<file path="src/rtl/core/vpa_pkg.sv">
// Shared types, constants and the CORDIC arctangent table for vector_pair_angle.
// No dependencies.
`default_nettype none

package vpa_pkg;

  localparam int COORD_W     = 32;
  localparam int TOL_W       = 16;
  localparam int TURN_W      = 19;
  localparam int ACC_FRAC    = 30;
  localparam int PRESCALE_SH = 16;
  localparam int XY_W        = 52;
  localparam int Z_W         = 35;
  localparam int ANG_W       = 33;
  localparam int DATA_W      = 32;
  localparam int ADDR_W      = 3;

  localparam int ANGLE_FRAC_BITS_DEF = 16;
  localparam int CORDIC_STAGES_DEF   = 18;

  localparam logic [0:0]       REG_ZERO_TOL = 1'b0;
  localparam logic [TOL_W-1:0] TOL_RESET    = 16'd1;

  localparam logic signed [Z_W-1:0] PI_Q30     = 35'sd3373259426;
  localparam logic signed [Z_W-1:0] TWO_PI_Q30 = 35'sd6746518852;

  typedef struct packed {
    logic signed [XY_W-1:0] x;
    logic signed [XY_W-1:0] y;
    logic signed [Z_W-1:0]  z;
    logic                   zero;
  } vec_t;

  typedef struct packed {
    vec_t a;
    vec_t b;
    logic ccw;
    logic near_zero;
  } pipe_t;

  typedef struct packed {
    logic [ANG_W-1:0] a1;
    logic [ANG_W-1:0] a2;
    logic             ccw;
    logic             near_zero;
  } ang_t;

  typedef struct packed {
    logic [ANG_W-1:0] diff;
    logic             ccw;
    logic             near_zero;
  } diff_t;

  // atan(2^-i) in Q30
  function automatic logic signed [Z_W-1:0] atan_q30(input int i);
    logic signed [Z_W-1:0] r;
    case (i)
      0:  r = 35'sh03243F6A8;
      1:  r = 35'sh01DAC6705;
      2:  r = 35'sh00FADBAFC;
      3:  r = 35'sh007F56EA6;
      4:  r = 35'sh003FEAB76;
      5:  r = 35'sh001FFD55B;
      6:  r = 35'sh000FFFAAA;
      7:  r = 35'sh0007FFF55;
      8:  r = 35'sh0003FFFEA;
      9:  r = 35'sh0001FFFFD;
      10: r = 35'sh0000FFFFF;
      11: r = 35'sh00007FFFF;
      12: r = 35'sh00003FFFF;
      13: r = 35'sh00001FFFF;
      14: r = 35'sh00000FFFF;
      15: r = 35'sh000007FFF;
      16: r = 35'sh000003FFF;
      17: r = 35'sh000001FFF;
      18: r = 35'sh000000FFF;
      19: r = 35'sh0000007FF;
      20: r = 35'sh0000003FF;
      21: r = 35'sh0000001FF;
      22: r = 35'sh0000000FF;
      23: r = 35'sh00000007F;
      24: r = 35'sh00000003F;
      25: r = 35'sh00000001F;
      26: r = 35'sh00000000F;
      27: r = 35'sh000000008;
      28: r = 35'sh000000004;
      29: r = 35'sh000000002;
      30: r = 35'sh000000001;
      default: r = '0;
    endcase
    return r;
  endfunction

endpackage

`default_nettype wire

</file>
<file path="src/rtl/core/vpa_diff.sv">
// Angle difference second minus first, wrapped into [0, 2pi).
// Depends on vpa_pkg.
`default_nettype none

module vpa_diff (
  input  wire logic          clk,
  input  wire logic          rst,
  input  wire logic          in_valid,
  input  wire vpa_pkg::ang_t in_data,
  output      logic          ready,
  output      logic          out_valid,
  output      vpa_pkg::diff_t out_data,
  input  wire logic          nxt_ready
);

  logic signed [vpa_pkg::ANG_W:0] d;
  logic signed [vpa_pkg::ANG_W:0] dw;
  vpa_pkg::diff_t                 d_next;

  assign ready = !out_valid || nxt_ready;

  always_comb begin
    d  = $signed({1'b0, in_data.a2}) - $signed({1'b0, in_data.a1});
    dw = d[vpa_pkg::ANG_W] ?
         d + $signed(vpa_pkg::TWO_PI_Q30[vpa_pkg::ANG_W:0]) : d;
    d_next.diff      = dw[vpa_pkg::ANG_W-1:0];
    d_next.ccw       = in_data.ccw;
    d_next.near_zero = in_data.near_zero;
  end

  always_ff @(posedge clk) begin
    if (rst) begin
      out_valid <= 1'b0;
    end else if (ready) begin
      out_valid <= in_valid;
    end
  end

  always_ff @(posedge clk) begin
    if (ready && in_valid) begin
      out_data <= d_next;
    end
  end

endmodule

`default_nettype wire

</file>
<file path="config.mk">
export PLATFORM = sky130hd
export DESIGN_NAME = vpa_diff
export DESIGN_NICKNAME = d
export VERILOG_FILES = /design/src/rtl/core/vpa_pkg.sv /design/src/rtl/core/vpa_diff.sv
export SDC_FILE = /design/constraint.sdc
export NUM_CORES = 1
export LEC_CHECK = 0
export BUFFER_PORTS_ARGS = -buffer_cell sky130_fd_sc_hd__buf_2
export CORE_MARGIN = 3
export CORE_UTILIZATION = 50
export DETAILED_ROUTE_END_ITERATION = 8
export GPL_TIMING_DRIVEN = 1
export MAX_ROUTING_LAYER = met4
export PLACE_DENSITY = 0.77
export SYNTH_ARGS = -nofsm -noshare
export SYNTH_HDL_FRONTEND = slang
export SYNTH_SLANG_ARGS = --single-unit
export TNS_END_PERCENT = 50
</file>
<file path="constraint.sdc">
create_clock -name clk -period 3.67 [get_ports clk]
set_input_delay 0.1835 -clock clk [delete_from_list [all_inputs] [get_ports clk]]
set_output_delay 0.1835 -clock clk [all_outputs]
set_load 0.02 [all_outputs]
</file>
==> results of run 1 <==
-- worst max-delay path by stage --
| stage | from | to | cells past startpoint |
|---|---|---|---|
| floorplan | in_data[2] | out_data[32]$_DFFE_PP_ | 14 |
| global placement | in_data[2] | out_data[32]$_DFFE_PP_ | 15 |
| detailed placement | in_data[2] | out_data[32]$_DFFE_PP_ | 15 |
| CTS | in_data[2] | out_data[32]$_DFFE_PP_ | 15 |
| global route | in_data[2] | out_data[32]$_DFFE_PP_ | 15 |
| finish | in_data[2] | out_data[32]$_DFFE_PP_ | 15 |
-- cell usage in the layout, fill, tap and decap left out, types with 16 or more instances in the layout --
cell,count
sky130_fd_sc_hd__xnor2_1,35
sky130_fd_sc_hd__buf_2,108
sky130_fd_sc_hd__nand2_1,47
sky130_fd_sc_hd__buf_4,16
sky130_fd_sc_hd__edfxtp_1,35
sky130_fd_sc_hd__o21ai_0,29
sky130_fd_sc_hd__a21oi_1,34
sky130_fd_sc_hd__inv_1,44
sky130_fd_sc_hd__ha_1,34
sky130_fd_sc_hd__xor2_1,19
sky130_fd_sc_hd__nor2_1,20
-- cell families (layout without fill, tap and decap cells) --
kind of cell,count (synthesis),in the layout,share of synthesized area [%]
xor gates and xnor gates,54,54,12.24
AOI/OAI and AO/OA,139,139,25.03
buffers and inverters,56,176,5.699
adders and majority gates,35,35,11.53
DFF,36,36,27.72
muxes,1,1,0.2914
and+or+nand+nor,134,134,17.49
-- where the power goes --
part	internal, uW	switching (uW)	total [uW]	leakage [uW]
Clock	201	136	337	0.0000541
Sequential	572	15.7	587	0.000347
Combinational	393	574	968	0.00173
-- worst max-delay path, cell delays in order --
cell and delay (ns):
sky130_fd_sc_hd__buf_2 0.09, sky130_fd_sc_hd__inv_1 0.04, sky130_fd_sc_hd__ha_1 0.16, sky130_fd_sc_hd__inv_1 0.05, sky130_fd_sc_hd__fa_1 0.39, sky130_fd_sc_hd__a21o_1 0.21
sky130_fd_sc_hd__a221o_1 0.39, sky130_fd_sc_hd__a221oi_4 0.34, sky130_fd_sc_hd__o31ai_1 0.19, sky130_fd_sc_hd__a211oi_2 0.23, sky130_fd_sc_hd__xor2_1 0.16, sky130_fd_sc_hd__nor4_2 0.42
sky130_fd_sc_hd__nand3_1 0.13, sky130_fd_sc_hd__o2bb2a_1 0.32, sky130_fd_sc_hd__xnor2_1 0.13
-- per-stage QoR --
stage	instances	area (sq um)	total power (uW)
after floorplan	455	3864	1284
after detailed placement	666	4593	1556
after global routing	674	4705	2025
after global placement	666	4593	1530
final	674	4705	1892
after CTS	674	4705	1900
-- per-layer routing --
metal / track usage (%) / wire length [microns]
met1: 30.49 / 4465
met2: 34.30 / 4173
met3: 1.843 / 495
met4: 5.054 / 83
met5: - / 0
-- Yosys cell counts (8+ instances only) --
library cell	n
sky130_fd_sc_hd__nand2_1	47
sky130_fd_sc_hd__ha_1	34
sky130_fd_sc_hd__o21ai_0	29
sky130_fd_sc_hd__xnor2_1	35
sky130_fd_sc_hd__nand4_1	8
sky130_fd_sc_hd__nand3_1	8
sky130_fd_sc_hd__a21oi_1	34
sky130_fd_sc_hd__a21o_1	13
sky130_fd_sc_hd__inv_1	44
sky130_fd_sc_hd__nor2_1	20
sky130_fd_sc_hd__and2_1	10
sky130_fd_sc_hd__xor2_1	19
sky130_fd_sc_hd__nor3_1	9
sky130_fd_sc_hd__edfxtp_1	35
-- cell type report --
class	instances	area, sq um	area share (%)
flip-flops and latches	36	1071	22.77
well taps	99	123.9	2.633
clock buffers	5	68.82	1.463
clock inverters	3	42.54	0.9043
multi-input cells	363	2572	54.68
repair buffers	124	660.6	14.04
inverters	44	165.2	3.511
-- state kept, by name, indices dropped and copies added (netlist names) --
| register | flops |
|---|---|
| out_valid | 1 |
| out_data | 35 |
==> results by group, run 1 <==
Clock network
  • Number of hold buffers added after CTS: 0
  • Number of clock buffers inserted by TritonCTS: 5
  • Clock tree from TritonCTS: done
  • Clock root cell: sky130_fd_sc_hd__clkbuf_8
  • Post-cts gate resize count: 0
  • Maximum clock insertion buffer count: 2
  • Register clock-pin slew on the reported worst setup and hold paths: roughly 0.070 ns
  • Clock latency at the later pin of the worst-skew pair: approximately 0.28 ns
  • H-tree level count: 2
  • Setup fix buffers added after clock tree synthesis: 0
  • Count of clock tree sinks: 36

Min path
  • Kind of path behind the tightest hold check: in -> reg
  • Cell depth of the worst hold path: 2
  • Worst min-delay path startpoint: rst
  • WHS Endpoint: out_valid$_SDFFE_PP0N_

Final layout
  • Fraction of final layout cells sized beyond drive strength 1: between 20% and 30%
  • Layout Nets: approximately 700
  • Layout area overhead: 21.76%
  • Diodes inserted: 0
  • Number of inserted filler cells in the final layout: 627
  • Final standard cell utilization of the core: a little under two thirds

STA
  • Final period utilization: about 94%
  • Worst Slack Setup Final: between 0.2 and 0.25 ns
  • Setup TNS: 0 ns
  • RSZ-0062 raised after global routing: false
  • Max Slew Vio Count: 0
  • Final-report hold violation count: 0
  • Maximum clock frequency: 291.4 MHz
  • Slew Limit Headroom: approximately three fifths
  • Transition time of the tightest slew-check pin: roughly 0.60 ns
  • Hold Slack: between 0.05 and 0.06 ns
  • Post-layout min period: roughly 3.4 ns
  • Worst-case clock skew: 0.002388 ns
  • Final setup vio count: 0

Floorplanning
  • Die area: roughly 9000 sq um
  • Die boundary height: ~94 microns
  • Initial core utilization: 52.43%
  • Floorplan row count: 31
  • Core footprint: ~7400 sq um
  • Die outline width: ~94 microns
  • I/O pin cnt: roughly 110

Route
  • Routed WL per cell: between 10 and 15 microns
  • Drt first-iter violations: roughly 170
  • Routed Wire Length: a little over 9000 microns
  • Number of iterations in the first detailed-routing pass: 4
  • DRC: 0
  • Count of vias placed by the detailed router: approximately 3700
  • Antenna viol nets, final: 0
  • Via density: 5.415

Yosys
  • Count of cell types in the netlist: between 50 and 60
  • Synthesized netlist cell count: approximately 460
  • Summed instance area of the synthesized netlist: 3864 sq um
  • Number of synthesized register bits: 36
  • Post-synth top area share: between 20% and 30%
  • Leading cell types by total area after synthesis: sky130_fd_sc_hd__edfxtp_1 27%, sky130_fd_sc_hd__ha_1 11%, sky130_fd_sc_hd__xnor2_1 7.9%
  • Post-Synthesis Net Count: about 560
  • Synthesized area divided by synthesized cell count: 8.492 sq um
  • Synth Flop Type: sky130_fd_sc_hd__edfxtp_1
  • Proportion of synthesized chip area in sequential cells: around 28%
  • Count of flip-flops with a built-in enable after synthesis: 35
  • Proportion of synthesized flip-flops having asynchronous set or reset: 0%
  • Top cell type by total area after synthesis: sky130_fd_sc_hd__edfxtp_1
  • Number of warning messages in the yosys log: 0

Setup path
  • Critical path fanouts, max: 4
  • Endpoint arrival time on the critical path: 3.46 ns
  • Setup slack on the worst flop-to-flop path: ~2.3 ns
  • Critical setup path kind: in -> reg
  • Beginning of the worst register-to-register path: out_valid$_SDFFE_PP0N_
  • Critical path startpoint category: primary input
  • RR Endpoint: out_data[2]$_DFFE_PP_
  • Number of cell instances on the worst register-to-register path: 3
  • Crit path required time: 3.70 ns
  • Crit path capture type: register

Placement
  • Buffers on Ports: between 100 and 150
  • Placement-stage worst setup slack: -0.02335 ns
  • GPL Wtd Cong: about 0.9
  • DP Wirelength: between 7000 and 8000 microns

Pwr
  • Worst supply voltage drop on vdd: 203.6 uV
  • Power per cell area: around 400 nW/um^2
  • Static Leak: around 0.0021 uW

GRT
  • Wire length of the first global-routing pass: about 15000 microns
  • Via count of the first global-routing pass: 3395
  • Global route overflow: 0
  • Number of antenna violations at the first check in global routing: 0
  • GRT Util Overall: a little over a fifth
  • Largest net degree at the start of global routing: 36

Outcome
  • Status: finished clean

Flow run
  • Max_cap viols: 0
(Power assumes the default switching activity.)
==> run 2: changes to the inputs <==
--- a/config.mk
+++ b/config.mk
@@ -5,9 +5,10 @@
 export SDC_FILE = /design/constraint.sdc
 export NUM_CORES = 1
 export LEC_CHECK = 0
-export BUFFER_PORTS_ARGS = -buffer_cell sky130_fd_sc_hd__buf_2
+export BUFFER_PORTS_ARGS = -buffer_cell sky130_fd_sc_hd__buf_4
 export CORE_MARGIN = 3
 export CORE_UTILIZATION = 50
+export CTS_CLUSTER_SIZE = 14
 export DETAILED_ROUTE_END_ITERATION = 8
 export GPL_TIMING_DRIVEN = 1
 export MAX_ROUTING_LAYER = met4
==> results by group, run 2 (synthesis results as in run 1) <==
Setup path
  • Critical setup path kind: in -> reg
  • WP buf/inv: 3
  • Critical path fanouts, max: 5
  • Max incr delay on CP: between 0.3 and 0.4 ns
  • Crit path required time: 3.70 ns
  • Critical path startpoint category: primary input
  • Critical path's top delay family: compound AO/OA/AOI/OAI gates
  • Setup slack on the worst flop-to-flop path: approximately 2.4 ns
  • Cell chain of the critical path: buf_4 > inv_1 > ha_1 > inv_1 > fa_1 > a21o_1 > a221o_1 > a221oi_4 > xnor2_1 > o21bai_1 > a311oi_2 > o2111ai_2 > a211oi_2 > o211ai_1 > xnor2_1
  • Number of cells on the critical path: 15
  • Number of cell instances on the worst register-to-register path: 3
  • Endpoint arrival time on the critical path: approximately 3.4 ns
  • Crit path capture type: register
  • CP max stage cell: sky130_fd_sc_hd__fa_1

Floorplanning
  • Die boundary height: ~94 microns
  • Core footprint: 7370 sq um
  • I/O pin cnt: about 110
  • Initial core utilization: 52.43%
  • Floorplan row count: 31
  • Die outline width: between 90 and 100 microns
  • Die area: approximately 9000 sq um

Placement
  • DP Wirelength: 8545 microns
  • Buffers on Ports: between 100 and 150
  • Placed cell area: approximately 4900 sq um
  • GPL Wtd Cong: ~0.9

Route
  • Antenna viol nets, final: 0
  • Via density: about 5.7
  • Routed Wire Length: 10120 microns
  • Routed WL per cell: approximately 15 microns
  • DRC: 0
  • Number of iterations in the first detailed-routing pass: 5
  • Count of vias placed by the detailed router: between 3000 and 4000
  • Drt first-iter violations: between 150 and 200

STA
  • Setup TNS: 0 ns
  • Post-layout min period: around 3.4 ns
  • Final-report hold violation count: 0
  • Transition time of the tightest slew-check pin: between 0.5 and 0.6 ns
  • Worst-case clock skew: around 0.0060 ns
  • Final period utilization: around nine tenths
  • Slew Limit Headroom: 59.63%
  • Final setup vio count: 0
  • Maximum clock frequency: roughly 300 MHz
  • RSZ-0062 raised after global routing: false
  • Max Slew Vio Count: 0

Final layout
  • Fraction of final layout cells sized beyond drive strength 1: about a quarter
  • Largest register FFs: 35
  • Most common library cell in the layout ignoring fill and taps: sky130_fd_sc_hd__buf_4
  • Post-route standard cell area excluding fillers: ~5000 sq um
  • Layout Nets: about 690
  • Number of inserted filler cells in the final layout: 630
  • Largest registers in the final layout: out_data x35, out_valid x1
  • Layout area overhead: 29.83%
  • Most used cells in the layout excluding fill and tap cells: 130 x sky130_fd_sc_hd__buf_4, 47 x sky130_fd_sc_hd__nand2_1, 44 x sky130_fd_sc_hd__inv_1
  • Diodes inserted: 0
  • Biggest register: out_data

Clock network
  • Clock root cell: sky130_fd_sc_hd__clkbuf_8
  • H-tree level count: 2
  • Number of hold buffers added after CTS: 0
  • Number of clock buffers inserted by TritonCTS: 5
  • Post-cts gate resize count: 0
  • Count of clock tree sinks: 36
  • Clock tree from TritonCTS: done
  • Maximum clock insertion buffer count: 2
  • Setup fix buffers added after clock tree synthesis: 0
  • Register clock-pin slew on the reported worst setup and hold paths: 0.07 ns
  • Clock latency at the later pin of the worst-skew pair: around 0.28 ns

GRT
  • Wire length of the first global-routing pass: 16150 microns
  • Via count of the first global-routing pass: 3505
  • GRT Util Overall: 23.27%
  • Largest net degree at the start of global routing: 36
  • Global route overflow: 0
  • Number of antenna violations at the first check in global routing: 0

Flow run
  • Max_cap viols: 0

Min path
  • Kind of path behind the tightest hold check: in -> reg
  • Cell depth of the worst hold path: 2

Pwr
  • Power per cell area: 394.7 nW/um^2
  • Static Leak: about 0.0023 uW
  • Worst supply voltage drop on vdd: 165.8 uV

Outcome
  • Status: finished clean
run 2: power breakdown:
group / total (uW) / internal, uW / leakage (uW) / switching (uW)
logic: 1050 / 465 / 0.00186 / 584
registers: 594 / 572 / 0.000347 / 21.6
clock network: 336 / 201 / 0.0000552 / 135
run 2: per-layer routing:
layer | part of all wire (%) | wire length [microns] | vias to the layer above | track usage (%)
li1 | - | - | 1910 | -
met1 | 46 | 4682 | 1779 | 32.25
met2 | 46 | 4632 | 164 | 36.01
met3 | 6.5 | 655 | 12 | 2.564
met4 | 1.5 | 153 | 0 | 6.859
met5 | 0 | 0 | - | -
run 2: cell type report:
type	instances	area (sq um)	share of cell area, %
Clock inverter	2	35.03	0.6984
Sequential cell	36	1071	21.35
Inverter	44	165.2	3.293
Timing Repair Buffer	130	975.9	19.46
Multi-Input combinational cell	363	2572	51.28
Clock buffer	6	72.57	1.447
Tap cell	99	123.9	2.469
run 2: path summary, 6_finish.rpt:
path / startpoint / end
hold reg to reg: out_valid$_SDFFE_PP0N_ / out_valid$_SDFFE_PP0N_
setup / recovery: in_data[2] / out_data[34]$_DFFE_PP_
hold / removal: rst / out_valid$_SDFFE_PP0N_
setup reg to reg: out_valid$_SDFFE_PP0N_ / out_data[34]$_DFFE_PP_
run 2: worst register-to-register path, cell delays in order (launching register included):
cell and delay (ns):
sky130_fd_sc_hd__dfxtp_1 0.31, sky130_fd_sc_hd__nand2b_1 0.11, sky130_fd_sc_hd__and2_1 0.14, sky130_fd_sc_hd__buf_4 0.37
run 2: metrics by stage:
step                setup WS, ns  instances  total power [uW]  hold slack [ns]  utilization [%]
floorplan                 0.4112        455              1284           0.2526                -
global placement          0.1289        672              1617           0.3404            66.60
detailed placement       0.03863        672              1643           0.3570            66.60
CTS                       0.3325        680              1981          0.05553            68.06
global route             0.09782        680              2100          0.05962            68.06
finish                    0.3076        680              1980          0.06065            68.06
==> run 3: changes to the inputs <==
--- a/config.mk
+++ b/config.mk
@@ -11,7 +11,6 @@
 export CTS_CLUSTER_SIZE = 14
 export DETAILED_ROUTE_END_ITERATION = 8
 export GPL_TIMING_DRIVEN = 1
-export MAX_ROUTING_LAYER = met4
 export PLACE_DENSITY = 0.77
 export SYNTH_ARGS = -nofsm -noshare
 export SYNTH_HDL_FRONTEND = slang
==> results by group, run 3 (synthesis results as in run 1) <==
Outcome
  • Status: finished clean

Route
  • Met1 wire length: approximately 4400 microns
  • Detailed-routed wire length on met2: about 4500 microns
  • Number of iterations in the first detailed-routing pass: 5
  • Highest metal layer with signal wires: met4
  • Drt first-iter violations: 143
  • Count of vias placed by the detailed router: ~3800
  • Antenna viol nets, final: 0
  • Routed Wire Length: between 9000 and 10000 microns
  • Via density: approximately 5.6
  • DRC: 0
  • Routed length on met3: about 580 microns
  • Routed WL per cell: 14.26 microns

STA
  • Transition time of the tightest slew-check pin: 0.5739 ns
  • Max Slew Vio Count: 0
  • Worst-case clock skew: slightly below 0.001 ns
  • Setup TNS: 0 ns
  • Maximum clock frequency: between 200 and 300 MHz
  • RSZ-0062 raised after global routing: false
  • Final setup vio count: 0
  • Slew Limit Headroom: approximately 61%
  • Post-layout min period: 3.412 ns
  • Final-report hold violation count: 0
  • Final period utilization: between 90 and 100%

Setup path
  • Setup slack on the worst flop-to-flop path: ~2.4 ns
  • Number of cell instances on the worst register-to-register path: 3
  • Crit path required time: 3.71 ns
  • Critical setup path kind: in -> reg
  • Critical path fanouts, max: 4
  • Critical path startpoint category: primary input
  • Beginning of the worst register-to-register path: out_valid$_SDFFE_PP0N_
  • RR Endpoint: out_data[34]$_DFFE_PP_
  • Crit path capture type: register
  • Endpoint arrival time on the critical path: about 3.5 ns
  • Launching element of the worst setup path: in_data[2]

Final layout
  • Largest register FFs: 35
  • Largest registers in the final layout: out_data x35, out_valid x1
  • Fraction of final layout cells sized beyond drive strength 1: between 20% and 30%
  • Layout Nets: between 600 and 700
  • Final non-filler cell total: between 600 and 700
  • Most used cells in the layout excluding fill and tap cells: 122 x sky130_fd_sc_hd__buf_4, 47 x sky130_fd_sc_hd__nand2_1, 44 x sky130_fd_sc_hd__inv_1
  • Layout area overhead: 28.08%
  • Most common library cell in the layout ignoring fill and taps: sky130_fd_sc_hd__buf_4
  • Diodes inserted: 0
  • Biggest register: out_data

Floorplanning
  • Core footprint: roughly 7400 sq um
  • Initial core utilization: between 50% and 60%
  • I/O pin cnt: around 110
  • Floorplan row count: 31
  • Die area: around 8800 sq um
  • Die outline width: 93.91 microns
  • Die boundary height: approximately 94 microns

Placement
  • GPL Wtd Cong: roughly 0.85
  • Buffers on Ports: about 110
  • Placed insts: between 600 and 700
  • DP Wirelength: ~8000 microns

Clock network
  • Clock tree from TritonCTS: done
  • Setup fix buffers added after clock tree synthesis: 0
  • Clock root cell: sky130_fd_sc_hd__clkbuf_8
  • Number of clock buffers inserted by TritonCTS: 5
  • Maximum clock insertion buffer count: 2
  • Number of hold buffers added after CTS: 0
  • H-tree level count: 2
  • Post-cts gate resize count: 0
  • Clock latency at the later pin of the worst-skew pair: 0.28 ns
  • Count of clock tree sinks: 36
  • Register clock-pin slew on the reported worst setup and hold paths: 0.07 ns

Flow run
  • Max_cap viols: 0

GRT
  • Largest net degree at the start of global routing: 36
  • Wire length of the first global-routing pass: approximately 16000 microns
  • Via count of the first global-routing pass: approximately 3500
  • Number of antenna violations at the first check in global routing: 0
  • GRT Util Overall: 21.77%
  • Global route overflow: 0

Pwr
  • Static Leak: between 0.002 and 0.0025 uW
  • Total Power: 1922 uW
  • Worst supply voltage drop on vdd: around 170 uV
  • Power per cell area: 388.4 nW/um^2

Min path
  • Kind of path behind the tightest hold check: in -> reg
  • Worst min-delay path startpoint: rst
  • WHS Endpoint: out_valid$_SDFFE_PP0N_
  • Cell depth of the worst hold path: 2
## run 3: cell type report
| class | instances | area (sq um) |
|---|---|---|
| Sequential cell | 36 | 1071 |
| Timing Repair Buffer | 122 | 915.9 |
| Clock buffer | 8 | 100.1 |
| Tap cell | 99 | 123.9 |
| Inverter | 44 | 165.2 |
| Multi-Input combinational cell | 363 | 2572 |
| Fill cell | 635 | 2421 |
## run 3: worst max-delay path by stage
stage,to,depth (start not counted),slack (ns)
6_report,out_data[32]$_DFFE_PP_,15,0.26
5_1_grt,out_data[34]$_DFFE_PP_,15,0.03
4_1_cts,out_data[29]$_DFFE_PP_,16,0.27
3_5_place_dp,out_data[34]$_DFFE_PP_,15,-0.03
3_3_place_gp,out_data[32]$_DFFE_PP_,15,0.07
2_1_floorplan,out_data[32]$_DFFE_PP_,14,0.41
## run 3: layer usage
layer,vias to the layer above,global-route usage [%]
li1,1896,-
met1,1723,29.72
met2,138,35.90
met3,12,2.724
met4,0,6.619
met5,-,0
## run 3: where the power goes
part,leakage [uW],switching [uW],internal (uW)
sequential,0.000347,20.8,573
combinational,0.00182,575,451
clock,0.0000515,131,171
total,0.00222,727,1190
## run 3: worst max-delay path: stages
cell and delay, ns:
sky130_fd_sc_hd__buf_4 0.11, sky130_fd_sc_hd__inv_1 0.04, sky130_fd_sc_hd__ha_1 0.15, sky130_fd_sc_hd__inv_1 0.05, sky130_fd_sc_hd__fa_1 0.40, sky130_fd_sc_hd__a21o_1 0.22, sky130_fd_sc_hd__a221oi_2 0.34, sky130_fd_sc_hd__o21bai_1 0.25
sky130_fd_sc_hd__a31o_2 0.34, sky130_fd_sc_hd__a21oi_1 0.17, sky130_fd_sc_hd__xor2_1 0.18, sky130_fd_sc_hd__nor4_2 0.47, sky130_fd_sc_hd__nand3_1 0.11, sky130_fd_sc_hd__o2bb2a_1 0.31, sky130_fd_sc_hd__xnor2_1 0.12
## run 3: through the flow
step | area, sq um | hold slack [ns] | setup slack [ns] | util (%)
2_1_floorplan | 3864 | 0.2526 | 0.4112 | -
4_1_cts | 4949 | 0.04725 | 0.2692 | 67.15
6_report | 4949 | 0.05300 | 0.2577 | 67.15
3_3_place_gp | 4848 | 0.3400 | 0.07321 | 65.79
3_5_place_dp | 4848 | 0.3525 | -0.02528 | 65.79
5_1_grt | 4949 | 0.04581 | 0.03075 | 67.15
